===== config.mk =====
export PLATFORM = sky130hd
export DESIGN_NAME = csvp_queue
export DESIGN_NICKNAME = d
export VERILOG_FILES = /design/src/rtl/core/csvp_pkg.sv /design/src/rtl/core/csvp_queue.sv
export SDC_FILE = /design/constraint.sdc
export NUM_CORES = 1
export LEC_CHECK = 0
export BUFFER_PORTS_ARGS = -buffer_cell sky130_fd_sc_hd__buf_4
export CELL_PAD_IN_SITES_DETAIL_PLACEMENT = 0
export CELL_PAD_IN_SITES_GLOBAL_PLACEMENT = 1
export CORE_MARGIN = 3
export CORE_UTILIZATION = 45
export DETAILED_ROUTE_END_ITERATION = 8
export GPL_TIMING_DRIVEN = 0
export PLACE_DENSITY_LB_ADDON = 0.1
export SYNTH_ARGS = -nofsm -noshare
export SYNTH_HDL_FRONTEND = slang
export SYNTH_SLANG_ARGS = --single-unit

===== constraint.sdc =====
create_clock -name clk -period 4.8 [get_ports clk]
set_input_delay 0.24 -clock clk [delete_from_list [all_inputs] [get_ports clk]]
set_output_delay 0.24 -clock clk [all_outputs]
set_load 0.01 [all_outputs]

===== src/rtl/core/csvp_pkg.sv =====
// ----------------------------------------------------------------------------
// csvp_pkg
// Shared types, constants and small tables of the CSV price bar row parser.
// ----------------------------------------------------------------------------
package csvp_pkg;

    localparam int FRACTION_DIGITS = 6;
    localparam int QUEUE_DEPTH     = 4;
    localparam int QPTR_W          = $clog2(QUEUE_DEPTH);

    localparam logic [63:0] MAX63 = 64'h7FFF_FFFF_FFFF_FFFF;
    localparam logic [64:0] TOP64 = 65'h0_8000_0000_0000_0000;

    // serial units: four bits a step
    localparam logic [3:0] MUL_LAST = 4'd14;   // 60-bit scale, 15 nibbles
    localparam logic [3:0] DIV_LAST = 4'd15;   // 64-bit value, 16 nibbles
    localparam logic [2:0] DATE_LAST = 3'd4;

    localparam logic [12:0] YEAR_RECIP   = 13'd5243;  // 2^21 / 400, rounded up
    localparam int          YEAR_SHIFT   = 21;
    localparam logic [5:0]  CENT_RECIP   = 6'd41;     // 2^12 / 100, rounded up
    localparam int          CENT_SHIFT   = 12;
    localparam logic [7:0]  TEN_RECIP    = 8'd205;    // 2^11 / 10, rounded up
    localparam int          TEN_SHIFT    = 11;
    localparam logic [8:0]  DAYS_PER_YEAR = 9'd365;
    localparam logic [8:0]  YEARS_PER_ERA = 9'd400;
    localparam logic [31:0] DAYS_PER_ERA = 32'd146097;
    localparam logic [31:0] EPOCH_DAYS   = 32'd719468;
    localparam logic [63:0] SEC_PER_DAY  = 64'd86400;
    localparam logic [11:0] SEC_PER_HOUR = 12'd3600;
    localparam logic [11:0] SEC_PER_MIN  = 12'd60;

    localparam logic [7:0] CFG_TS_SCALE    = 8'd0;
    localparam logic [7:0] CFG_VOL_SCALE   = 8'd1;
    localparam logic [7:0] CFG_PRICE_SCALE = 8'd2;
    localparam logic [7:0] CFG_SKIP_HEADER = 8'd3;

    typedef enum logic [3:0] {
        CH_DIGIT,
        CH_DOT,
        CH_MINUS,
        CH_PLUS,
        CH_COMMA,
        CH_COLON,
        CH_SPACE,
        CH_NEWLINE,
        CH_OTHER
    } char_class_t;

    typedef struct packed {
        char_class_t cls;
        logic [3:0]  digit;
        logic        eod;
    } token_t;

    typedef struct packed {
        logic [39:0] ts_scale;
        logic [59:0] vol_scale;
        logic [59:0] price_scale;
        logic        skip_header;
    } cfg_t;

    typedef enum logic [3:0] {
        ST_IDLE,
        ST_CONSUME,
        ST_DIV,
        ST_DATE,
        ST_FRAC,
        ST_MUL,
        ST_FINISH,
        ST_CLOSE,
        ST_CLOSE2
    } back_state_t;

    typedef enum logic [1:0] {
        FIN_STAMP,
        FIN_PRICE,
        FIN_VOL
    } fin_kind_t;

    localparam logic [1:0] MODE_NUMBER = 2'd0;
    localparam logic [1:0] MODE_DATE   = 2'd1;
    localparam logic [1:0] MODE_FRAC   = 2'd2;
    localparam logic [1:0] MODE_ZONE   = 2'd3;

    function automatic char_class_t classify(input logic [7:0] c);
        char_class_t r;
        if (c >= 8'h30 && c <= 8'h39) r = CH_DIGIT;
        else if (c == 8'h2E) r = CH_DOT;
        else if (c == 8'h2D) r = CH_MINUS;
        else if (c == 8'h2B) r = CH_PLUS;
        else if (c == 8'h2C) r = CH_COMMA;
        else if (c == 8'h3A) r = CH_COLON;
        else if (c == 8'h20) r = CH_SPACE;
        else if (c == 8'h0A) r = CH_NEWLINE;
        else r = CH_OTHER;
        return r;
    endfunction

    function automatic logic [63:0] pow10(input logic [3:0] n);
        logic [63:0] r;
        case (n)
            4'd0: r = 64'd1;
            4'd1: r = 64'd10;
            4'd2: r = 64'd100;
            4'd3: r = 64'd1000;
            4'd4: r = 64'd10000;
            4'd5: r = 64'd100000;
            4'd6: r = 64'd1000000;
            4'd7: r = 64'd10000000;
            4'd8: r = 64'd100000000;
            4'd9: r = 64'd1000000000;
            default: r = 64'd1;
        endcase
        return r;
    endfunction

    // day of a march-based year at which each month starts
    function automatic logic [8:0] doy_base(input logic [3:0] month);
        logic [8:0] r;
        case (month)
            4'd3:  r = 9'd0;
            4'd4:  r = 9'd31;
            4'd5:  r = 9'd61;
            4'd6:  r = 9'd92;
            4'd7:  r = 9'd122;
            4'd8:  r = 9'd153;
            4'd9:  r = 9'd184;
            4'd10: r = 9'd214;
            4'd11: r = 9'd245;
            4'd12: r = 9'd275;
            4'd1:  r = 9'd306;
            4'd2:  r = 9'd337;
            default: r = 9'd0;
        endcase
        return r;
    endfunction

endpackage


===== src/rtl/core/csvp_queue.sv =====
// ----------------------------------------------------------------------------
// csvp_queue
// Short token queue between the classifier and the parse engine.
// ----------------------------------------------------------------------------
module csvp_queue
(
    input  logic              clk,
    input  logic              rst_n,
    input  logic              push,
    input  csvp_pkg::token_t  push_tok,
    output logic              full,
    input  logic              pop,
    output csvp_pkg::token_t  head,
    output logic              empty
);

    csvp_pkg::token_t                 mem [csvp_pkg::QUEUE_DEPTH];
    logic [csvp_pkg::QPTR_W-1:0]      wr_ptr_reg;
    logic [csvp_pkg::QPTR_W-1:0]      wr_ptr_next;
    logic [csvp_pkg::QPTR_W-1:0]      rd_ptr_reg;
    logic [csvp_pkg::QPTR_W-1:0]      rd_ptr_next;
    logic [csvp_pkg::QPTR_W:0]        count_reg;
    logic [csvp_pkg::QPTR_W:0]        count_next;
    logic                             do_push;
    logic                             do_pop;

    assign full    = (count_reg == (csvp_pkg::QPTR_W+1)'(csvp_pkg::QUEUE_DEPTH));
    assign empty   = (count_reg == '0);
    assign do_push = push && !full;
    assign do_pop  = pop && !empty;
    assign head    = mem[rd_ptr_reg];

    always_comb
    begin
        wr_ptr_next = wr_ptr_reg;
        rd_ptr_next = rd_ptr_reg;
        count_next  = count_reg;
        if (do_push)
        begin
            wr_ptr_next = (wr_ptr_reg == csvp_pkg::QPTR_W'(csvp_pkg::QUEUE_DEPTH - 1))
                        ? '0 : wr_ptr_reg + 1'b1;
        end
        if (do_pop)
        begin
            rd_ptr_next = (rd_ptr_reg == csvp_pkg::QPTR_W'(csvp_pkg::QUEUE_DEPTH - 1))
                        ? '0 : rd_ptr_reg + 1'b1;
        end
        if (do_push && !do_pop)
        begin
            count_next = count_reg + 1'b1;
        end
        else if (do_pop && !do_push)
        begin
            count_next = count_reg - 1'b1;
        end
    end

    always_ff @(posedge clk or negedge rst_n)
    begin
        if (!rst_n)
        begin
            wr_ptr_reg <= '0;
            rd_ptr_reg <= '0;
            count_reg  <= '0;
        end
        else
        begin
            wr_ptr_reg <= wr_ptr_next;
            rd_ptr_reg <= rd_ptr_next;
            count_reg  <= count_next;
        end
    end

    always_ff @(posedge clk)
    begin
        if (do_push)
        begin
            mem[wr_ptr_reg] <= push_tok;
        end
    end

endmodule


# ---- After elaboration in Yosys (flattened, before gate mapping)
# Memory sizes are Yosys's and may differ from the RTL's.
# Index checks and enable logic that the tools add are counted.
dict set report totals {
  ff_bits 7
  ram_bits 36
  in_bits 13
  output_inout_bits 11
  elab_cells 27
  memories 1
}
# memory depth width read_ports rd_ports_with_merged_regs write_ports line
set memory_table {}
lappend memory_table {mem 4 9 1 0 1 csvp_queue.sv:17} ;# csvp_pkg::token_t mem [csvp_pkg::QUEUE_DEPTH];
dict set report op_classes {
  add_sub_neg 4
  eq_ne 3
  n_mux 6
  n_reduce_logical 10
}
# cell count
set op_table {}
lappend op_table {{$mux 3} 2}
lappend op_table {{$add 2x1->2 const B} 2}
lappend op_table {{$eq 2x2->1 const B} 2}
lappend op_table {{$logic_and 1x1->1} 4}
lappend op_table {{$logic_not 1->1} 4}
lappend op_table {{$mux 2} 2}
lappend op_table {{$add 3x1->3 const B} 1}
lappend op_table {{$eq 3x3->1 const B} 1}
lappend op_table {{$logic_not 3->1} 1}
lappend op_table {{$sub 3x1->3 const B} 1}
lappend op_table {{$mux 1} 2}
lappend op_table {{$reduce_bool 2->1} 1}

# ---- Depth between registers and ports, before layout
# Gate-level depths: netlist (run 1).
dict set report depth {
  depth_word 7
  mapped_depth 8
  ltp_nobuf 8
}

# ---- Worst setup path after synthesis (run 1)
# Ideal clock, no wire load.
dict set report synth_path {
  kind {reg2reg}
  startpoint {register count_reg[0] in the netlist's numbering}
  endpoint {register count_reg[2] in the netlist's numbering}
  setup_ns 0.079
  arrival_time_ns 1.998
  required_time_ns 4.721
  slack_ns 2.723
  stages_incl_launch_ff 9
  path_buffers 0
  synth_period_minus_slack_ns 2.077
  path_cell_list {dfrtp_1 nor3_1 nand2b_4 ha_1 inv_1 fa_1 xor2_1 nor2_1 xor2_1}
}
dict set report synth_between {
  elab_chain_len 6
  word_cells_on_any_way 15
  cone_classes {add/sub: 2; eq/ne: 1; mux: 2; reduce/logical: 10}
}
# element line
set synth_rtl {}
lappend synth_rtl {{start: declaration} csvp_queue.sv:22} ;# logic [csvp_pkg::QPTR_W:0] count_reg;
lappend synth_rtl {{start signal: assignment} csvp_queue.sv:70} ;# count_reg <= count_next;
lappend synth_rtl {{$logic_not 3->1 (*)} csvp_queue.sv:28} ;# assign empty = (count_reg == '0);
lappend synth_rtl {{net empty} csvp_queue.sv:14} ;# output logic empty
lappend synth_rtl {{$logic_not 1->1 (*)} csvp_queue.sv:30} ;# assign do_pop = pop && !empty;
lappend synth_rtl {{$logic_and 1x1->1 (*)} csvp_queue.sv:30}
lappend synth_rtl {{$logic_not 1->1} csvp_queue.sv:48} ;# if (do_push && !do_pop)
lappend synth_rtl {{$logic_and 1x1->1} csvp_queue.sv:48}
lappend synth_rtl {{$mux 3 or $reduce_bool 2->1 (tied branches)} -}
# The timed path passes the listed nets; every way through them passes the cells marked *. The select of a mux whose other input is x is not followed.
# A chain may end at the register's enable or synchronous reset.

# ---- Worst setup path after layout (run 1)
dict set report layout_path {
  startpoint {register count_reg[0] in the netlist's numbering}
  endpoint {register count_reg[2] in the netlist's numbering}
}
dict set report layout_between {
  elab_chain_len 6
  word_cells_on_any_way 15
  cone_classes {add/sub: 2; eq/ne: 1; mux: 2; reduce/logical: 10}
}
# element
set layout_rtl {}
lappend layout_rtl {{parallel branches: the longest is 6 deep, another holds $sub 3x1->3}}
# Parallel ways; which one is timed is not known. The select of a mux whose other input is x is not followed.

==> summary by stage, run 1 <==
Synthesis
The portion of the post-synthesis area used by sequential elements is 71.2%. The number of flops mapped to enable cells by yosys is 36. The synthesized netlist occupies a cell area of 1760 um2.

The fraction of synthesis flops using an asynchronous set or reset pin is 16.3%. Ranked by total cell area, the synthesized netlist is headed by sky130_fd_sc_hd__edfxtp_1, sky130_fd_sc_hd__mux4_2, sky130_fd_sc_hd__dfrtp_1, sky130_fd_sc_hd__ha_1, sky130_fd_sc_hd__mux2_4. The largest total area in the synthesized netlist belongs to sky130_fd_sc_hd__edfxtp_1.

The flip-flop and latch count after synthesis is 43. The number of nets in the synthesized netlist is 104. The number of distinct library cell variants in the gate-level netlist after synthesis is 19.

The post-synthesis cell count is 84. The portion of synthesized cell area occupied by the leading cell type is 61.3%. The flip-flop cell with the highest count after synthesis is sky130_fd_sc_hd__edfxtp_1. In the post-synthesis netlist, the cell with the most instances is sky130_fd_sc_hd__edfxtp_1. The number of warnings reported in the yosys synthesis log is 0. The mean cell area of the mapped netlist is 21.0 um2.

After synthesis, the most frequently instantiated cells are sky130_fd_sc_hd__edfxtp_1, sky130_fd_sc_hd__mux4_2, sky130_fd_sc_hd__dfrtp_1, sky130_fd_sc_hd__ha_1.

Power and ir drop
The design draws 1290 uW. In this run switching power makes up 28.9% of total power. The fraction of power consumed by sequential logic is 43.2%.

The total power per unit cell area is 608 nW/um2. For this design the total switching power over the nets is 372 uW. The maximum vdd ir drop is 341 uV. The part of the power in combinational logic is 36.1%. The internal portion of the total power is 914 uW. The clock group share of total power is 20.7%. The standby leakage power is 0.000803 uW.

GRT
The number of global-route vias before repair is 811. Entering global routing, the biggest net connects 14 pins. The total global-route track usage is 13.6%. Summed over all layers, the global routing overflow is 0. The first global-routing pass estimated 4250 um of wire.

The number of antenna violations at the first check in global routing was 0.

Worst setup path
The worst-case reg-to-reg path depth is 8. The critical path endpoint is count_reg[2]. The startpoint class of the critical path is a flip-flop.

The endpoint identified for the worst register-to-register timing path is count_reg[2]. The maximum fanout count along the critical path is 4. For the worst setup path, the data required time is 5010 ps. The worst setup path is captured at a flip-flop. For flop-to-flop paths, the worst setup slack is 2720 ps. The data arrival time of the worst path is 2290 ps. The critical path in this run is classified as flip-flop to flip-flop. In this run the worst setup path begins at count_reg[0]. In this run the critical register-to-register path is launched from count_reg[0].

Drt
The number of DRC violations after detailed routing is 0. The first routing iteration left 63 violations. The routed wire length is 2700 um. The detailed-routing iteration count for the pre-antenna-repair pass is 4.

The number of vias after detailed routing is 793. The count of antenna-violating nets left after detailed routing is 0. In the routed layout, each cell is associated on average with a via count of 4.84.

In the final routed layout, each cell accounts on average for 16.5 um.

Min path
The class of the worst hold path is input port to flip-flop.

STA
Derived from the worst setup path, the maximum achievable clock frequency is 482 MHz. The clock arrives with 4.82 ps of skew. The tightest hold path in the finished design has a slack of 151 ps. The max-slew violation total from the final report was 0.

In the final timing run, aggregate negative setup slack is 0 ps. Setup repair after global routing left no endpoint under its margin. The final hold violation count is 0. The smallest clock period supported by the final layout is computed as 2080 ps.

The final setup violation count is 0. The worst slew slack as a fraction of its limit is 43.4%. The part of the cycle the worst path needs is 43.2%. The transition time at the pin with the least slew margin is 846 ps. The final worst-path setup slack is 2720 ps.

CTS
Counting along the longest clock path gives a buffer depth of 2. The TritonCTS buffer count is 5. The post-cts repair resize count is 0. CTS saw 43 sinks. TritonCTS built the clock tree. The cell at the root of the clock tree is sky130_fd_sc_hd__clkbuf_8.

The clock slew seen by the registers of the worst setup and hold paths is 80 ps. The source-to-sink clock delay at the later pin of the worst-skew pair is 290 ps. The number of H-tree levels is 2.

Cells and area
Of the cells placed in the final design, the portion with a size suffix greater than 1 is 42.2%. In the final layout, the multi-input gates occupy 484 um2. The finished cells cover 2110 um2. The area growth from synthesis to layout is 19.9%.

The number of flip-flops under the largest register name is 36. Fill cells in the final layout number 313. For this run, the post-layout net count is 135. The area of all sequential standard cells is 1260 um2. The antenna diode instance count is 0.

Flow run
Across the run, the number of max-cap violations was 0.

Place
Once detailed placement completed, the half-perimeter wirelength came to 1810 um. The worst-case setup slack after placement is 2770 ps. The count of buffers added on input and output ports is 23. The total cell area at the placement stage is 2000 um2. The congestion estimate from routability-driven global placement came to 0.629.

Floorplan
The floorplan has 22 rows. The area of the die is 4710 um2. 24 I/O pins were placed. For this configuration, the core starts out at a cell density of 47.5%. The area of the placeable core is 3720 um2.

The die outline width is 68.6 um. The die is 68.6 um tall.

Outcome
The run finished with clean final reports.
[how the worst min path moves through the flow]
stage | from | endpoint | slack, ps | cells past startpoint
final | push_tok[7] | mem[2][7] | 150 | 1
after global routing | push_tok[8] | mem[2][8] | 130 | 1
after CTS | push_tok[3] | mem[3][3] | 140 | 1
after detailed placement | rst_n | count_reg[0] | 60 | 1
after global placement | rst_n | count_reg[1] | 60 | 1
after floorplan | rst_n | count_reg[0] | -60 | 0
[cells in the final DEF, fill, tap and decap left out]
cell / count
sky130_fd_sc_hd__xnor2_1: 1
sky130_fd_sc_hd__nand2b_4: 1
sky130_fd_sc_hd__xor2_1: 2
sky130_fd_sc_hd__buf_4: 24
sky130_fd_sc_hd__fa_1: 1
sky130_fd_sc_hd__dfrtp_1: 7
sky130_fd_sc_hd__mux4_2: 9
sky130_fd_sc_hd__nor3_1: 1
sky130_fd_sc_hd__clkinv_2: 1
sky130_fd_sc_hd__inv_1: 3
sky130_fd_sc_hd__edfxtp_1: 36
sky130_fd_sc_hd__nor2_1: 4
sky130_fd_sc_hd__clkbuf_8: 5
sky130_fd_sc_hd__mux2_2: 1
sky130_fd_sc_hd__dlygate4sd3_1: 1
sky130_fd_sc_hd__ha_1: 6
sky130_fd_sc_hd__clkinv_1: 1
sky130_fd_sc_hd__mux2_4: 4
sky130_fd_sc_hd__buf_2: 1
sky130_fd_sc_hd__nor3b_4: 1
sky130_fd_sc_hd__bufinv_16: 1
sky130_fd_sc_hd__nand2_1: 1
sky130_fd_sc_hd__nor2b_4: 1
sky130_fd_sc_hd__and2_1: 3
[critical path: stages, from the launching register on]
cell and delay, ps:
sky130_fd_sc_hd__dfrtp_1 460, sky130_fd_sc_hd__nor3_1 280, sky130_fd_sc_hd__nand2b_4 210, sky130_fd_sc_hd__ha_1 180, sky130_fd_sc_hd__inv_1 60, sky130_fd_sc_hd__fa_1 370, sky130_fd_sc_hd__xor2_1 150, sky130_fd_sc_hd__nor2_1 110
sky130_fd_sc_hd__xor2_1 170
[layout make-up]
| type | instances | share of cell area [%] |
|---|---|---|
| inverter | 3 | 0.533 |
| tap | 48 | 2.84 |
| sequential | 43 | 59.4 |
| clock buffer | 5 | 3.25 |
| multi-input combinational | 36 | 22.9 |
| clock inverter | 3 | 1.83 |
| buffer | 2 | 0.592 |
| timing repair buffer | 24 | 8.64 |
[cell families (layout without fill, tap and decap cells)]
family	after synthesis	after routing	share of synthesized area [%]
flip-flops	43	43	71.2
adder cells (fa/ha/maj)	7	7	5.39
XOR/XNOR	3	3	1.49
multiplexers	14	14	15.5
AND/OR/NAND/NOR	12	12	5.03
buffers and inverters	5	37	1.35
[per-layer routing]
layer / up-vias / part of all wire, % / global-route usage, %
met5: - / 0 / 0
met4: 0 / 1.1 / 6.70
met3: 4 / 5.5 / 4.86
met2: 20 / 53 / 21.9
met1: 385 / 40 / 16.0
li1: 384 / - / -
[power groups by stage]
stage / combinational (uW) / sequential, uW / clock, uW
2_1_floorplan: 319 / 550 / 0
3_3_place_gp: 466 / 559 / 0
3_5_place_dp: 473 / 566 / 0
4_1_cts: 477 / 557 / 278
5_1_grt: 510 / 565 / 292
6_report: 464 / 556 / 267
[repair_timing]
item                                    CTS  global route
hold buffers                              1             0
endpoints found under the hold margin     7             0
endpoints found under the setup margin    0             0
setup buffers                             0             0
[stage by stage]
step	utilization (%)	cells
2_1_floorplan	-	84
3_3_place_gp	53.7	155
3_5_place_dp	53.7	155
4_1_cts	56.9	164
5_1_grt	56.9	164
6_report	56.9	164
Power figures use the tool's default switching activity.
==> run 2, diff against run 1 <==
- clock period: 4.8 -> 2.18 ns (I/O delays scaled with it)
==> run 2 against run 1 <==
Compared with the run above: first-iteration DRC count is 11% higher; critical path depth stayed put; highest routed layer unchanged; hold slack worse by 130 ps; routed wire length is 0.96% higher.
==> summary by stage, run 2 (synthesis results as in run 1) <==
Outcome
The flow ran to the end, and the final reports show no timing, DRC or antenna violations.

STA
The max-slew violation total from the final report came to 0 (unchanged). The worst setup skew after layout was 4.34 ps (-0.475 ps). The final worst-path setup slack is 185 ps (-2540 ps). The final setup violation count came to 0 (unchanged). Setup repair after global routing left no endpoint under its margin.

The final critical delay including setup and external delays came to 2000 ps (-80.5 ps). The worst slew slack as a fraction of its limit was 42.3% (-1.0 points). The transition time at the pin with the least slew margin is 862 ps (+15.4 ps).

The part of the cycle the worst path needs is 91.5% (+48 points). The maximum clock frequency is 501 MHz (+4.0%). The total negative setup slack is 0 ps (unchanged).

The final hold violation count is 0 (unchanged).

Cells and area
The number of flip-flops under the largest register name came to 36 (unchanged). Leaving out fill and tap cells, the most frequent cell in the layout is sky130_fd_sc_hd__edfxtp_1. The antenna diode instance count was 0 (unchanged).

The count of nets after finishing is 137 (+1.5%). The share of final-layout standard cells stronger than drive strength 1 is 42.4% (+0.13 points). The filler cell count in the final layout came to 312 (-0.32%).

From synthesis to final layout, the design area changed by 21.3%. Leaving out fill and tap cells, the most frequent cells in the layout are sky130_fd_sc_hd__edfxtp_1, sky130_fd_sc_hd__buf_4, sky130_fd_sc_hd__mux4_2, sky130_fd_sc_hd__dfrtp_1, sky130_fd_sc_hd__ha_1.

Place
The routability-driven placement congestion ratio is 0.629 (unchanged). The worst-case setup slack after placement is 155 ps (-2620 ps). The port buffer count is 23 (unchanged). The HPWL after detailed placement is 1810 um (unchanged).

GRT
The global-route wire length before repair came to 4250 um (unchanged). The total global-route track usage is 13.6% (unchanged). The pin count of the biggest net entering global routing is 14 (unchanged). The global-route congestion overflow total is 0 (unchanged). The number of antenna violations at the first check in global routing came to 0 (unchanged).

The number of global-route vias before repair is 811 (unchanged).

Worst setup path
The slowest stage cell on the critical path is sky130_fd_sc_hd__dfrtp_1. By instance count, the cell type seen most on the critical path is sky130_fd_sc_hd__xor2_1. The family with the most delay on the worst path is adder cells.

By startpoint and endpoint, the worst setup path is classified as flip-flop to flip-flop. The buffering stage count on the worst path with inverters included was 1 (unchanged). The startpoint class of the critical path is a flip-flop. The data arrival time of the worst path is 2210 ps (-80 ps).

The endpoint kind of the worst setup timing path is a flip-flop. The critical path required time is 2390 ps (-2620 ps). The maximum fanout count along the critical path is 4 (unchanged).

The highest cell delay on the worst timing path came to 460 ps (about the same). Walking the worst path, the cells encountered are nor3_2 -> nand2b_4 -> ha_1 -> inv_1 -> fa_1 -> xor2_1 -> nor2_1 -> xor2_1.

Drt
The detailed-routing iteration count for the pre-antenna-repair pass was 2 (-2). The average detailed-routed wire length per instance came to 16.4 um (-0.25%). The detailed router's first-iteration violation count is 70 (+11%). The number of vias after detailed routing is 807 (+1.8%). The routed wire length was 2730 um (+0.96%). The mean number of vias per cell is 4.86 (+0.54%).

The count of antenna-violating nets left after detailed routing came to 0 (unchanged). The number of DRC violations after detailed routing is 0 (unchanged).

CTS
The source-to-sink clock delay at the later pin of the worst-skew pair came to 290 ps (about the same). The number of H-tree levels is 2 (unchanged). The number of setup buffers added after CTS is 0 (unchanged). The root buffer cell chosen for the clock tree is sky130_fd_sc_hd__clkbuf_8. The maximum buffer depth of the clock tree came to 2 (unchanged). The clock slew seen by the registers of the worst setup and hold paths came to 80 ps (about the same). The TritonCTS buffer count is 5 (unchanged). The clock tree from TritonCTS is yes. The number of sinks handled by clock tree synthesis was 43 (unchanged).

Floorplan
The area of the placeable core is 3720 um2 (unchanged). The die outline height came to 68.6 um (unchanged). The count of pins on the block boundary is 24 (unchanged).

The effective utilization at floorplan came to 47.5% (unchanged). The site row count is 22 (unchanged). The die outline width is 68.6 um (unchanged). The area of the die is 4710 um2 (unchanged).

Power and ir drop
The maximum vdd ir drop is 757 uV (+120%). The total power per unit cell area is 1330 nW/um2 (+120%). The standby leakage power is 0.000812 uW (+1.2%).

Flow run
The number of max-capacitance violations reported is 0 (unchanged).

Min path
The path class of the tightest hold or removal check is input port to flip-flop.
## run 2: changes by cell type in the layout (fill, tap and decap cells not counted), sizes merged
| cell | delta |
|---|---|
| dlygate4sd3 | +2 |
## run 2: what timing repair did
item | in CTS | in global routing
resized for setup | 0 | 1
hold buffers | 1 | 2
setup endpoints to repair | 0 | 1
endpoints found under the hold margin | 7 | 6
## run 2: power breakdown
| group | total, uW | switching, uW | internal (uW) |
|---|---|---|---|
| clock | 585 | 250 | 335 |
| combinational | 1030 | 458 | 570 |
| sequential | 1230 | 118 | 1110 |
| total | 2840 | 826 | 2020 |
## run 2: path summary, 6_finish.rpt
path,slack [ps],to,depth (start not counted),from
setup / recovery,180,count_reg[2],8,count_reg[1]
hold / removal,20,mem[0][1],1,push_tok[1]
setup reg to reg,180,count_reg[2],8,count_reg[1]
hold reg to reg,550,count_reg[2],1,count_reg[2]
max in group asynchronous,1890,wr_ptr_reg[0],2,rst_n
min in group asynchronous,160,count_reg[0],2,rst_n
## run 2: metal layers
| metal | global-route usage [%] | vias up | share of wire (%) |
|---|---|---|---|
| met5 | 0 | - | 0 |
| li1 | - | 390 | - |
| met1 | 16.0 | 392 | 41 |
| met2 | 21.9 | 19 | 52 |
| met3 | 4.86 | 6 | 5.2 |
| met4 | 6.70 | 0 | 1.7 |
## run 2: cell type report
cell class	count	area, um2	share of cell area, %
sequential	43	1260	58.7
multi-input combinational	36	489	22.9
timing repair buffer	26	203	9.47
clock buffer	5	68.8	3.22
tap	48	60.1	2.81
clock inverter	3	38.8	1.81
buffer	2	12.5	0.585
inverter	3	11.3	0.526
## run 2: through the flow
stage	instance area, um2	std cells	total power (uW)	utilization [%]	hold WS [ps]
after detailed placement	2000	155	2290	53.7	-71.8
final	2140	166	2840	57.6	18.8
after global placement	2000	155	2260	53.7	-71.1
after global routing	2140	166	3020	57.6	2.40
after floorplan	1760	84	1910	-	-187
after CTS	2110	164	2890	56.9	4.77
