--- src/rtl/core/csvp_pkg.sv ---
// ----------------------------------------------------------------------------
// csvp_pkg
// Shared types, constants and small tables of the CSV price bar row parser.
// ----------------------------------------------------------------------------
package csvp_pkg;

    localparam int FRACTION_DIGITS = 6;
    localparam int QUEUE_DEPTH     = 4;
    localparam int QPTR_W          = $clog2(QUEUE_DEPTH);

    localparam logic [63:0] MAX63 = 64'h7FFF_FFFF_FFFF_FFFF;
    localparam logic [64:0] TOP64 = 65'h0_8000_0000_0000_0000;

    // serial units: four bits a step
    localparam logic [3:0] MUL_LAST = 4'd14;   // 60-bit scale, 15 nibbles
    localparam logic [3:0] DIV_LAST = 4'd15;   // 64-bit value, 16 nibbles
    localparam logic [2:0] DATE_LAST = 3'd4;

    localparam logic [12:0] YEAR_RECIP   = 13'd5243;  // 2^21 / 400, rounded up
    localparam int          YEAR_SHIFT   = 21;
    localparam logic [5:0]  CENT_RECIP   = 6'd41;     // 2^12 / 100, rounded up
    localparam int          CENT_SHIFT   = 12;
    localparam logic [7:0]  TEN_RECIP    = 8'd205;    // 2^11 / 10, rounded up
    localparam int          TEN_SHIFT    = 11;
    localparam logic [8:0]  DAYS_PER_YEAR = 9'd365;
    localparam logic [8:0]  YEARS_PER_ERA = 9'd400;
    localparam logic [31:0] DAYS_PER_ERA = 32'd146097;
    localparam logic [31:0] EPOCH_DAYS   = 32'd719468;
    localparam logic [63:0] SEC_PER_DAY  = 64'd86400;
    localparam logic [11:0] SEC_PER_HOUR = 12'd3600;
    localparam logic [11:0] SEC_PER_MIN  = 12'd60;

    localparam logic [7:0] CFG_TS_SCALE    = 8'd0;
    localparam logic [7:0] CFG_VOL_SCALE   = 8'd1;
    localparam logic [7:0] CFG_PRICE_SCALE = 8'd2;
    localparam logic [7:0] CFG_SKIP_HEADER = 8'd3;

    typedef enum logic [3:0] {
        CH_DIGIT,
        CH_DOT,
        CH_MINUS,
        CH_PLUS,
        CH_COMMA,
        CH_COLON,
        CH_SPACE,
        CH_NEWLINE,
        CH_OTHER
    } char_class_t;

    typedef struct packed {
        char_class_t cls;
        logic [3:0]  digit;
        logic        eod;
    } token_t;

    typedef struct packed {
        logic [39:0] ts_scale;
        logic [59:0] vol_scale;
        logic [59:0] price_scale;
        logic        skip_header;
    } cfg_t;

    typedef enum logic [3:0] {
        ST_IDLE,
        ST_CONSUME,
        ST_DIV,
        ST_DATE,
        ST_FRAC,
        ST_MUL,
        ST_FINISH,
        ST_CLOSE,
        ST_CLOSE2
    } back_state_t;

    typedef enum logic [1:0] {
        FIN_STAMP,
        FIN_PRICE,
        FIN_VOL
    } fin_kind_t;

    localparam logic [1:0] MODE_NUMBER = 2'd0;
    localparam logic [1:0] MODE_DATE   = 2'd1;
    localparam logic [1:0] MODE_FRAC   = 2'd2;
    localparam logic [1:0] MODE_ZONE   = 2'd3;

    function automatic char_class_t classify(input logic [7:0] c);
        char_class_t r;
        if (c >= 8'h30 && c <= 8'h39) r = CH_DIGIT;
        else if (c == 8'h2E) r = CH_DOT;
        else if (c == 8'h2D) r = CH_MINUS;
        else if (c == 8'h2B) r = CH_PLUS;
        else if (c == 8'h2C) r = CH_COMMA;
        else if (c == 8'h3A) r = CH_COLON;
        else if (c == 8'h20) r = CH_SPACE;
        else if (c == 8'h0A) r = CH_NEWLINE;
        else r = CH_OTHER;
        return r;
    endfunction

    function automatic logic [63:0] pow10(input logic [3:0] n);
        logic [63:0] r;
        case (n)
            4'd0: r = 64'd1;
            4'd1: r = 64'd10;
            4'd2: r = 64'd100;
            4'd3: r = 64'd1000;
            4'd4: r = 64'd10000;
            4'd5: r = 64'd100000;
            4'd6: r = 64'd1000000;
            4'd7: r = 64'd10000000;
            4'd8: r = 64'd100000000;
            4'd9: r = 64'd1000000000;
            default: r = 64'd1;
        endcase
        return r;
    endfunction

    // day of a march-based year at which each month starts
    function automatic logic [8:0] doy_base(input logic [3:0] month);
        logic [8:0] r;
        case (month)
            4'd3:  r = 9'd0;
            4'd4:  r = 9'd31;
            4'd5:  r = 9'd61;
            4'd6:  r = 9'd92;
            4'd7:  r = 9'd122;
            4'd8:  r = 9'd153;
            4'd9:  r = 9'd184;
            4'd10: r = 9'd214;
            4'd11: r = 9'd245;
            4'd12: r = 9'd275;
            4'd1:  r = 9'd306;
            4'd2:  r = 9'd337;
            default: r = 9'd0;
        endcase
        return r;
    endfunction

endpackage

--- src/rtl/core/csvp_if.sv ---
// ----------------------------------------------------------------------------
// csvp_if
// Channel interfaces of the CSV price bar row parser: text, bars, config.
// ----------------------------------------------------------------------------
interface csvp_text_if;
    logic       valid;
    logic       ready;
    logic [7:0] char_code;
    logic       end_of_data;

    modport source (output valid, char_code, end_of_data, input ready);
    modport sink (input valid, char_code, end_of_data, output ready);
endinterface


--- src/rtl/core/csvp_front.sv ---
// ----------------------------------------------------------------------------
// csvp_front
// Takes text bytes and classifies each into a token for the queue.
// ----------------------------------------------------------------------------
module csvp_front
(
    input  logic              clk,
    input  logic              rst_n,
    csvp_text_if.sink         text,
    output logic              tok_valid,
    output csvp_pkg::token_t  tok,
    input  logic              q_full
);

    logic              tok_valid_reg;
    logic              tok_valid_next;
    csvp_pkg::token_t  tok_reg;
    logic              push;
    logic              take;

    assign push       = tok_valid_reg && !q_full;
    assign text.ready = !tok_valid_reg || !q_full;
    assign take       = text.valid && text.ready;

    always_comb
    begin
        tok_valid_next = tok_valid_reg;
        if (push)
        begin
            tok_valid_next = 1'b0;
        end
        if (take)
        begin
            tok_valid_next = 1'b1;
        end
    end

    always_ff @(posedge clk or negedge rst_n)
    begin
        if (!rst_n)
        begin
            tok_valid_reg <= 1'b0;
        end
        else
        begin
            tok_valid_reg <= tok_valid_next;
        end
    end

    always_ff @(posedge clk)
    begin
        if (take)
        begin
            tok_reg.cls   <= csvp_pkg::classify(text.char_code);
            tok_reg.digit <= text.char_code[3:0];
            tok_reg.eod   <= text.end_of_data;
        end
    end

    assign tok_valid = tok_valid_reg;
    assign tok       = tok_reg;

endmodule

--- src/flat_wrapper.sv ---
// flat-port wrapper written by rule: the top's interface ports become plain ports
module csvp_front_flat 
  (clk, rst_n, tok_valid, tok, q_full, text_valid, text_char_code, text_end_of_data, text_ready);
  csvp_text_if text_i ();
  input  logic clk;
  input  logic rst_n;
  output logic tok_valid;
  output csvp_pkg::token_t tok;
  input  logic q_full;
  input wire logic [$bits(text_i.valid)-1:0] text_valid;
  input wire logic [$bits(text_i.char_code)-1:0] text_char_code;
  input wire logic [$bits(text_i.end_of_data)-1:0] text_end_of_data;
  output wire logic [$bits(text_i.ready)-1:0] text_ready;
  assign text_i.valid = text_valid;
  assign text_i.char_code = text_char_code;
  assign text_i.end_of_data = text_end_of_data;
  assign text_ready = text_i.ready;
  csvp_front u_core (.clk(clk), .rst_n(rst_n), .text(text_i), .tok_valid(tok_valid), .tok(tok), .q_full(q_full));
endmodule
--- config.mk ---
export PLATFORM = sky130hd
export DESIGN_NAME = csvp_front_flat
export DESIGN_NICKNAME = d
export VERILOG_FILES = /design/src/rtl/core/csvp_pkg.sv /design/src/rtl/core/csvp_if.sv /design/src/rtl/core/csvp_front.sv /design/src/flat_wrapper.sv
export SDC_FILE = /design/constraint.sdc
export NUM_CORES = 1
export LEC_CHECK = 0
export ABC_CLOCK_PERIOD_IN_PS = 1200
export BUFFER_PORTS_ARGS = -buffer_cell sky130_fd_sc_hd__buf_2
export CAP_MARGIN = 20
export CORE_UTILIZATION = 27
export CTS_CLUSTER_DIAMETER = 30
export DETAILED_ROUTE_END_ITERATION = 7
export PLACE_DENSITY = 0.61
export SETUP_SLACK_MARGIN = 0.15
export SLEW_MARGIN = 0
export SYNTH_ARGS = -nofsm -noshare
export SYNTH_HDL_FRONTEND = slang
export SYNTH_SLANG_ARGS = --single-unit
--- constraint.sdc ---
create_clock -name clk -period 1.2 [get_ports clk]
set_input_delay 0.24 -clock clk [delete_from_list [all_inputs] [get_ports clk]]
set_output_delay 0.24 -clock clk [all_outputs]
set_load 0.02 [all_outputs]
### After elaboration in Yosys (flattened, before gate mapping)

Index checks and enable logic that the tools add are counted.

| word-level totals | value |
|---|---|
| input bits | 13 |
| bits in registers | 10 |

| operators by class | value |
|---|---|
| reduce and logical (&&, ||, !) cells | 10 |
| equality and inequality tests | 7 |
| multiplexer cells | 9 |
| magnitude comparators | 2 |

Operators with widths:

| cell | count |
|---|---|
| equality test 8 x 6 -> 1 bit, second input constant | 6 |
| two-way mux 3 bit | 3 |
| equality test 8 x 4 -> 1 bit, second input constant | 1 |
| >= comparator 8 x 6 -> 1 bit, second input constant | 1 |
| less-or-equal comparator 8 x 6 -> 1 bit, second input constant | 1 |
| OR reduction 7 bit | 1 |
| two-way mux 2 bit | 2 |
| two-way mux 4 bit | 1 |
| OR reduction 4 bit | 1 |
| logical AND 1 bit | 3 |
| two-way mux 1 bit | 3 |
| logical NOT 1 bit | 2 |
| nonzero test 2 bit | 1 |
| OR reduction 2 bit | 1 |
| logical OR 1 bit | 1 |

### Longest topological paths before layout

Gate-level depths: netlist (run 1).

| depth | value |
|---|---|
| depth in word-level cells | 8 |
| mapped depth | 4 |
| gate-level depth less buffers | 3 |

### Worst setup path after synthesis (run 1)

Ideal clock, no wire load.

| path | value |
|---|---|
| kind | input to register |
| start point | in text_char_code[5] |
| end point | reg u_core.tok_reg, in the netlist u_core.tok[5], data pin |
| cell stages on the path | 3 |
| buffers on the path | 1 |
| arrival time | 1204 ps |
| data required time | 1010 ps |
| setup slack | -194 ps |
| cells stage by stage | buf_6 or4_4 a2111oi_2 |

| between the ends | value |
|---|---|
| longest elaborated chain between the ends | 8 |

Ends and longest elaborated chain:

| element | line | RTL |
|---|---|---|
| from (decl) | flat_wrapper.sv:11 | `input wire logic [$bits(text_i.char_code)-1:0] text_char_code;` |
| equality test 8 x 4 -> 1 bit | csvp_pkg.sv:95 | `else if (c == 8'h0A) r = CH_NEWLINE;` |
| two-way mux 4 bit | csvp_pkg.sv:95 |  |
| two-way mux 3 bit | csvp_pkg.sv:94 | `else if (c == 8'h20) r = CH_SPACE;` |
| two-way mux 3 bit | csvp_pkg.sv:93 | `else if (c == 8'h3A) r = CH_COLON;` |
| two-way mux 3 bit | csvp_pkg.sv:92 | `else if (c == 8'h2C) r = CH_COMMA;` |
| two-way mux 2 bit | csvp_pkg.sv:91 | `else if (c == 8'h2B) r = CH_PLUS;` |
| two-way mux 2 bit | csvp_pkg.sv:90 | `else if (c == 8'h2D) r = CH_MINUS;` |
| two-way mux 1 bit | csvp_pkg.sv:89 | `else if (c == 8'h2E) r = CH_DOT;` |
| to (decl) | csvp_front.sv:17 | `csvp_pkg::token_t tok_reg;` |

Parallel ways exist; a longest one is shown, timed or not.
A chain may end at the register's enable or synchronous reset.

### Final worst setup path (run 1)

| path | value |
|---|---|
| start point | reg u_core.tok_valid_reg (netlist: u_core.tok_valid) |
| end point | out text_ready |

| between the ends | value |
|---|---|
| longest elaborated chain between the ends | 2 |

Ends and longest elaborated chain:

| element | line | RTL |
|---|---|---|
| from (decl) | csvp_front.sv:15 | `logic tok_valid_reg;` |
| from (signal assigned) | csvp_front.sv:46 | `tok_valid_reg <= tok_valid_next;` |
| logical NOT 1 bit | csvp_front.sv:22 | `assign text.ready = !tok_valid_reg \|\| !q_full;` |
| logical OR 1 bit | csvp_front.sv:22 |  |
| to (decl) | flat_wrapper.sv:13 | `output wire logic [$bits(text_i.ready)-1:0] text_ready;` |

Every way passes these cells.

==> impl_metrics.csv, run 1 <==
group,metric,value,unit
outcome,status,"finished clean",
sta,hold_viol,0,
logic_synthesis,avgSynthCellArea,11.8,µm²
logic_synthesis,syn_nets,59,
final_layout,multi_input_area,255,µm²
clocking,htreeDepth,1,
pwr,power_density,965,nW/µm²
logic_synthesis,netlist_instances,46,
sta,drv_slew,0,
grt,globalRouteMet3Util,5.77,%
logic_synthesis,async_flop_share,10.0,%
floorplan,fp.dieW,46.9,µm
critical_path,worstPathRequired,0.96,ns
critical_path,cp.arrival,0.86,ns
grt,top_usage_layer,"met2",
clocking,cts_sinks,10,
detailed_routing,ant_nets,0,
logic_synthesis,yosys-top-cells-count,"9 x edfxtp_1, 5 x nand2_1, 3 x clkbuf_1",
hold_path,hold_class,"in2reg",
grt,grt_max_degree,12,
final_layout,diodes,0,
grt,grt_use_met2,19.2,%
grt,grt_pass1_vias,423,
detailed_routing,route.detailed.drc,0,
floorplan,ios,24,
critical_path,worstReg2RegStart,"u_core.tok_valid",
placement,hpwl,893,µm
final_layout,nFillCells,175,
grt,grt_pass1_wl,1810,µm
logic_synthesis,netlist.area_leader.share,49.7,%
sta,max_slew_margin,80.0,%
critical_path,critPathMaxFanout,3,
floorplan,initial_core_util,30.2,%
placement,gp_congestion,0.765,
detailed_routing,wl_per_cell,11.6,µm
floorplan,die_y,46.9,µm
final_layout,final-seq-area,297,µm²
logic_synthesis,synth.most_common_cell,"edfxtp_1",
logic_synthesis,synth-seq-cells,10,
pwr,p_total,0.000825,W
detailed_routing,viasPerCell,4.75,
critical_path,end_kind,"output port",
logic_synthesis,synth_ff_type,"edfxtp_1",
sta,tightest_slew,0.297,ns
sta,fin_crit,1.10,ns
grt,grt.total_usage,12.2,%
detailed_routing,routed_wl,1190,µm
floorplan,core_area,1800,µm²
final_layout,stdcell_area,855,µm²
logic_synthesis,yosysTopAreaCell,"edfxtp_1",
critical_path,cp-start-kind,"flop",
logic_synthesis,synth-edff-count,9,
final_layout,drive_gt1_share,55.8,%
clocking,clkTransAtPathRegs,0.07,ns
logic_synthesis,syn_area,544,µm²
logic_synthesis,yosys_warnings,0,
detailed_routing,drtIter0Drc,11,
clocking,cts_tree,"built",
grt,antenna_found_initial,0,
floorplan,die-area,2200,µm²
sta,fmax,909,MHz
grt,grt_overflow_total,0,
grt,globalRouteMet1Util,14.9,%
sta,rsz0062_at_grt,"true",
placement,dpl_worst_slack,-0.213,ns
job,cap_violations,0,
detailed_routing,drt_pre_antenna_iters,3,
clocking,cts_buffers,3,
pwr,leakage,0.329,nW
sta,timing.final.ws_setup,0.0998,ns
sta,tns,0,ns
logic_synthesis,yosysUniqueCellTypes,27,
critical_path,crit_start,"u_core.tok_valid",
critical_path,crit_type,"reg2out",
clocking,cts_buffer_depth,2,
final_layout,areaGrowthSynthToFinish,57.0,%
sta,whs,0.150,ns
pwr,vdd_drop_max,0.547,mV
sta,setup_viol,0,
sta,period_share,91.7,%
final_layout,largest_reg_flops,9,
floorplan,core.rowCount,15,
clocking,cts-root-buf,"clkbuf_4",
final_layout,nNetsFinal,91,
logic_synthesis,synthTopCellsByArea,"edfxtp_1 50%, dfrtp_1 4.6%, nand2_1 3.4%",
detailed_routing,num_vias,484,
sta,worst_clock_skew,0.00401,ns
clocking,clk_latency,0.26,ns
placement,port_buffers,23,
placement,dpl_cell_area,744,µm²
logic_synthesis,ys_seq_area_share,54.3,%
hold_path,hp-start,"text_end_of_data",
-- layout make-up --
cell class,count,area share [%]
timing repair buffer,32,28.7
sequential,10,34.7
multi-input combinational,31,29.9
tap,25,3.66
clock buffer,3,2.64
clock inverter,1,0.439
-- kinds of logic (layout without fill, tap and decap cells) --
family / after synthesis / count (layout) / synth area share, %
AO/OA/AOI/OAI: 9 / 9 / 13.3
buffers and inverters: 5 / 36 / 5.06
flip-flops: 10 / 10 / 54.3
XOR/XNOR: 2 / 2 / 3.22
AND/OR/NAND/NOR: 20 / 20 / 24.1
-- metal layers --
| layer | wire length (µm) | vias up | part of all wire [%] |
|---|---|---|---|
| met5 | 0 | - | 0 |
| met2 | 628 | 14 | 53 |
| met4 | 0 | 0 | 0 |
| li1 | - | 243 | - |
| met1 | 501 | 227 | 42 |
| met3 | 56 | 0 | 4.7 |
-- power by group --
part / total [W] / leakage, nW / switching [W] / internal (W)
Sequential: 0.000407 / 0.0956 / 0.00000742 / 0.000400
Combinational: 0.000186 / 0.218 / 0.0000957 / 0.0000900
Clock: 0.000231 / 0.0154 / 0.000112 / 0.000120
-- per-stage QoR --
step	instances	utilization [%]
3_5_place_dp	96	41.3
6_report	102	47.4
2_1_floorplan	46	-
4_1_cts	102	45.7
5_1_grt	102	47.4
3_3_place_gp	96	41.3
-- cell usage in the layout, fill, tap and decap left out, drive strengths merged --
master	n
o41a	1
edfxtp	9
buf	31
a211oi	1
nand2	5
nand2b	1
nand4	1
and4bb	1
a2111oi	1
or4	2
o211ai	2
nand3	1
and2	2
and4	1
nor4	2
clkbuf	3
or3	1
a31oi	1
xor2	2
nor2	1
clkinv	1
o21ai	2
nor4b	1
and4b	1
o31ai	1
dlygate4sd3	1
dfrtp	1
-- worst max-delay path: stages, from the launching register on --
cell and delay (ns):
dfrtp_2 0.42, nand2_4 0.07, buf_6 0.11
-- repair_timing --
action                     4_1_cts  5_1_grt
buffers inserted                 1        0
pin swaps                        1        1
gates cloned                     0        0
hold buffers                     1        0
gates resized for setup         10       11
setup endpoints to repair        6        9
hold endpoints to repair         1        0
-- final timing paths --
| path | endpoint | slack (ns) | cells after the start |
|---|---|---|---|
| hold reg to reg | u_core.tok_valid | 0.53 | 2 |
| min in group asynchronous | u_core.tok_valid | 0.28 | 2 |
| max in group asynchronous | u_core.tok_valid | 0.83 | 2 |
| setup reg to reg | u_core.tok[3] | 0.21 | 2 |
| setup / recovery | text_ready | 0.1 | 2 |
| hold / removal | u_core.tok[0] | 0.15 | 1 |
Note: power is estimated with default switching activity, not from simulation.
==> inputs of run 2 (changes only) <==
Settings changed: ABC_CLOCK_PERIOD_IN_PS 1200 to 1000, PLACE_DENSITY 0.61 to 0.62.
Clock period 1.2 ns to 1 ns, I/O delays scaled along.
==> run 2 against run 1 <==
The run now ends with negative setup slack left. Utilization rose by 13 points. Worst setup slack got worse by 0.19 ns. Count of clock-buffer cells in the layout rose by 1. Sequential power rose by 21%. Via count rose by 18%. Largest cell class is now buffers.
==> impl_metrics.csv, run 2 (synthesis gave the netlist of run 1 again) <==
group,metric,value,unit
outcome,status,"finished, violations left",
outcome,violations,"negative setup slack",
grt,grt_pass1_vias,573,
grt,grt_overflow_total,0,
sta,hold_viol,0,
final_layout,final_cell_mix,"18 x buf_6, 13 x buf_4, 9 x edfxtp_1",
sta,tns,-0.674,ns
clocking,cts-root-buf,"clkbuf_4",
critical_path,slowest_delay,0.43,ns
critical_path,worstPathRequired,0.80,ns
sta,worst_clock_skew,0.000157,ns
critical_path,critPathMaxFanout,3,
floorplan,ios,24,
sta,drv_slew,0,
sta,timing.final.ws_setup,-0.0952,ns
clocking,clk_latency,0.27,ns
floorplan,core.rowCount,15,
sta,whs,0.101,ns
critical_path,cp_cell_sequence,"nand2_4, buf_6",
critical_path,cp.arrival,0.90,ns
critical_path,end_kind,"output port",
floorplan,die-area,2200,µm²
detailed_routing,wl_per_cell,14.4,µm
detailed_routing,viasPerCell,5.01,
final_layout,areaGrowthSynthToFinish,101,%
grt,grt.total_usage,15.3,%
placement,port_buffers,23,
clocking,cts_buffer_depth,2,
sta,max_slew_margin,80.1,%
grt,antenna_found_initial,0,
sta,tightest_slew,0.298,ns
sta,fmax,913,MHz
clocking,cts_buffers,3,
sta,setup_viol,13,
sta,rsz0062_at_grt,"true",
critical_path,crit_type,"reg2out",
pwr,vdd_drop_max,0.626,mV
placement,hpwl,883,µm
detailed_routing,routed_wl,1640,µm
clocking,htreeDepth,1,
floorplan,initial_core_util,30.2,%
final_layout,diodes,0,
clocking,cts_tree,"built",
critical_path,cp-start-kind,"flop",
detailed_routing,route.detailed.drc,0,
hold_path,hold_class,"in2reg",
grt,grt_pass1_wl,2360,µm
detailed_routing,drtIter0Drc,9,
sta,fin_crit,1.10,ns
final_layout,layout_commonest_cell,"buf_6",
placement,gp_congestion,0.732,
pwr,power_density,1020,nW/µm²
floorplan,core_area,1800,µm²
critical_path,cp_slowest_cell,"dfrtp_2",
detailed_routing,ant_nets,0,
clocking,cts_sinks,10,
job,cap_violations,0,
grt,grt_max_degree,11,
floorplan,die_y,46.9,µm
final_layout,drive_gt1_share,62.9,%
final_layout,largest_reg_flops,9,
detailed_routing,num_vias,571,
detailed_routing,drt_pre_antenna_iters,4,
sta,period_share,110,%
clocking,clkTransAtPathRegs,0.06,ns
pwr,leakage,0.436,nW
final_layout,nNetsFinal,103,
floorplan,fp.dieW,46.9,µm
==> run 2: cell types whose count changed in the layout (fill, tap and decap cells not counted), moves of 3 or more <==
| cell | delta |
|---|---|
| buf_4 | +5 |
| buf_6 | +10 |
| buf_12 | +3 |
| buf_2 | -8 |
==> run 2: timing repair <==
item | 4_1_cts | 5_1_grt
endpoints found under the hold margin | 1 | 0
setup endpoints to repair | 24 | 24
buffers inserted | 3 | 4
pin swaps | 7 | 8
hold buffers | 1 | 0
resized for setup | 37 | 15
cloned | 1 | 1
==> run 2: worst paths after layout <==
check	startpoint	end	slack [ns]	cells past startpoint
min in group asynchronous	rst_n	u_core.tok_valid	0.23	2
hold reg to reg	u_core.tok_valid	u_core.tok_valid	0.67	3
setup / recovery	u_core.tok_valid	text_ready	-0.1	2
hold / removal	text_end_of_data	u_core.tok[0]	0.10	1
max in group asynchronous	rst_n	u_core.tok_valid	0.67	2
setup reg to reg	u_core.tok_valid	u_core.tok[8]	-0.06	3
==> run 2: cell type report <==
class                   count  area, µm²
flip-flops and latches     10        297
clock buffers               4       26.3
fillers                   144        709
repair buffers             43        440
well taps                  25       31.3
multi-input cells          32        298
==> run 2: power by group <==
| part | total, W | internal (W) | leakage, nW | switching [W] |
|---|---|---|---|---|
| Sequential | 0.000491 | 0.000480 | 0.0956 | 0.0000109 |
| Combinational | 0.000329 | 0.000188 | 0.325 | 0.000141 |
| Clock | 0.000297 | 0.000155 | 0.0150 | 0.000142 |
| Total | 0.00112 | 0.000823 | 0.436 | 0.000294 |
==> run 2: stage by stage <==
step / instance area (µm²) / setup slack (ns) / std cells / power (W) / utilization (%)
6_report: 1090 / -0.0952 / 114 / 0.00112 / 60.6
5_1_grt: 1090 / -0.115 / 114 / 0.00115 / 60.6
4_1_cts: 975 / -0.0791 / 109 / 0.00105 / 54.1
3_5_place_dp: 774 / -0.356 / 100 / 0.000696 / 43.0
3_3_place_gp: 774 / -0.334 / 100 / 0.000693 / 43.0
2_1_floorplan: 624 / -0.278 / 46 / 0.000624 / -
==> run 2: per-layer routing <==
metal	GRT usage, %	wire length (µm)
met5	0	0
met4	7.43	26
met3	2.69	55
met2	29.2	926
met1	15.9	629
==> run 2: worst max-delay path: cells and delay by family, from the launching register on <==
family	cells	cell delay [ns]
and+or+nand+nor	1	0.08
DFF	1	0.43
buffers and inverters	1	0.12
==> inputs of run 3 (changes only) <==
Settings changed: MAX_ROUTING_LAYER set to met4.
==> run 3 against run 2 <==
The flow still finishes with violations (negative setup slack). Critical path depth is the same. Clock power about the same. Utilization is the same. Register-to-register slack about the same. Via count decreased by 0.53%. Critical endpoint unchanged. Clock skew hardly changed. Highest routed layer unchanged. Worst hold slack is essentially flat.
==> impl_metrics.csv, run 3 (synthesis gave the netlist of run 1 again) <==
group,metric,value,unit
floorplan,core.rowCount,15,
pwr,clockPowerShare,26.6,%
clocking,clkTransAtPathRegs,0.06,ns
sta,drv_slew,0,
detailed_routing,ant_nets,0,
final_layout,diodes,0,
pwr,p_sw,0.000294,W
final_layout,layout_commonest_cell,"buf_6",
clocking,clk_latency,0.27,ns
sta,fin_crit,1.09,ns
final_layout,areaGrowthSynthToFinish,101,%
sta,hold_viol,0,
sta,whs,0.101,ns
hold_path,hp-start,"text_end_of_data",
sta,tightest_slew,0.302,ns
critical_path,worstReg2RegEnd,"u_core.tok[0]",
sta,rsz0062_at_grt,"true",
floorplan,fp.dieW,46.9,µm
hold_path,hold_class,"in2reg",
detailed_routing,drt_pre_antenna_iters,4,
pwr,leakage,0.436,nW
clocking,cts-root-buf,"clkbuf_4",
critical_path,critPathMaxFanout,3,
detailed_routing,num_vias,568,
placement,port_buffers,23,
detailed_routing,route.detailed.drc,0,
pwr,power_density,1020,nW/µm²
sta,worst_clock_skew,0.000638,ns
clocking,cts_sinks,10,
sta,period_share,109,%
sta,max_slew_margin,79.8,%
pwr,pwr-share-seq,44.0,%
pwr,vdd_drop_max,0.626,mV
placement,dpl_worst_slack,-0.356,ns
grt,grt_use_met2,29.2,%
hold_path,hold_path_depth,1,
grt,top_usage_layer,"met2",
clocking,cts_buffer_depth,2,
job,cap_violations,0,
outcome,violations,"negative setup slack",
pwr,pwr-share-comb,29.4,%
critical_path,cp-start-kind,"flop",
sta,timing.final.ws_setup,-0.0948,ns
clocking,htreeDepth,1,
final_layout,drive_gt1_share,62.9,%
final_layout,final_cell_mix,"18 x buf_6, 13 x buf_4, 9 x edfxtp_1",
critical_path,cp.arrival,0.89,ns
grt,antenna_found_initial,0,
placement,gp_congestion,0.741,
grt,globalRouteMet3Util,2.69,%
detailed_routing,drtIter0Drc,9,
floorplan,ios,24,
floorplan,initial_core_util,30.2,%
detailed_routing,wl_per_cell,14.3,µm
grt,grt.total_usage,15.8,%
critical_path,worstPathRequired,0.80,ns
sta,setup_viol,13,
grt,grt_max_degree,11,
floorplan,die-area,2200,µm²
detailed_routing,viasPerCell,4.98,
floorplan,core_area,1800,µm²
final_layout,nNetsFinal,103,
grt,grt_pass1_vias,572,
critical_path,regToRegSetupSlack,-0.06,ns
grt,globalRouteMet1Util,15.9,%
critical_path,r2r.worst_path.cells,3,
final_layout,largest_reg_flops,9,
detailed_routing,routed_wl,1630,µm
clocking,cts_buffers,3,
floorplan,die_y,46.9,µm
critical_path,worstReg2RegStart,"u_core.tok_valid",
grt,grt_pass1_wl,2360,µm
pwr,swShare,26.4,%
outcome,status,"finished, violations left",
placement,hpwl,883,µm
sta,fmax,913,MHz
critical_path,crit_type,"reg2out",
clocking,cts_tree,"built",
critical_path,end_kind,"output port",
hold_path,hold_end,"u_core.tok[0]",
grt,grt_overflow_total,0,
pwr,p_int,0.000823,W
[run 3: timing repair]
action,4_1_cts,5_1_grt
buffers inserted,3,4
resized for setup,37,15
pin swaps,7,8
hold buffers,1,0
setup endpoints to repair,24,24
hold endpoints to repair,1,0
cloned,1,1
[run 3: stage by stage]
| step | total power (W) | setup TNS [ns] | instance area, µm² | utilization [%] | instances |
|---|---|---|---|---|---|
| after floorplan | 0.000624 | -1.13 | 624 | - | 46 |
| after global placement | 0.000693 | -1.16 | 774 | 43.0 | 100 |
| after detailed placement | 0.000696 | -1.19 | 774 | 43.0 | 100 |
| after CTS | 0.00105 | -0.451 | 975 | 54.1 | 109 |
| after global routing | 0.00115 | -1.11 | 1090 | 60.6 | 114 |
| final | 0.00112 | -0.669 | 1090 | 60.6 | 114 |
[run 3: worst max path at each step]
stage / from / endpoint / slack, ns / cells past startpoint
global route: u_core.tok_valid / text_ready / -0.12 / 2
finish: u_core.tok_valid / text_ready / -0.09 / 2
global placement: text_char_code[4] / u_core.tok[5] / -0.33 / 3
CTS: u_core.tok_valid / text_ready / -0.08 / 2
detailed placement: text_char_code[4] / u_core.tok[5] / -0.36 / 3
floorplan: text_char_code[5] / u_core.tok[5] / -0.28 / 3
[run 3: cell type report]
cell class / instances / area (µm²)
fillers: 144 / 709
repair buffers: 43 / 440
multi-input cells: 32 / 298
flip-flops and latches: 10 / 297
well taps: 25 / 31.3
clock buffers: 4 / 26.3
[run 3: power groups by stage]
| stage | combinational [W] | clock [W] | sequential, W |
|---|---|---|---|
| floorplan | 0.000101 | 0 | 0.000523 |
| global placement | 0.000199 | 0 | 0.000494 |
| detailed placement | 0.000202 | 0 | 0.000494 |
| CTS | 0.000274 | 0.000289 | 0.000490 |
| global route | 0.000348 | 0.000314 | 0.000493 |
| finish | 0.000329 | 0.000297 | 0.000491 |
[run 3: metal layers]
metal / part of all wire (%) / wire (µm) / vias to the layer above
met1: 39 / 628 / 279
met2: 57 / 925 / 15
met3: 3.1 / 51 / 5
met5: 0 / 0 / -
li1: - / - / 269
met4: 1.6 / 26 / 0
[run 3: critical path, stage by stage, from the launching register on]
cell and delay (ns):
dfrtp_2 0.43, nand2_4 0.08, buf_6 0.12
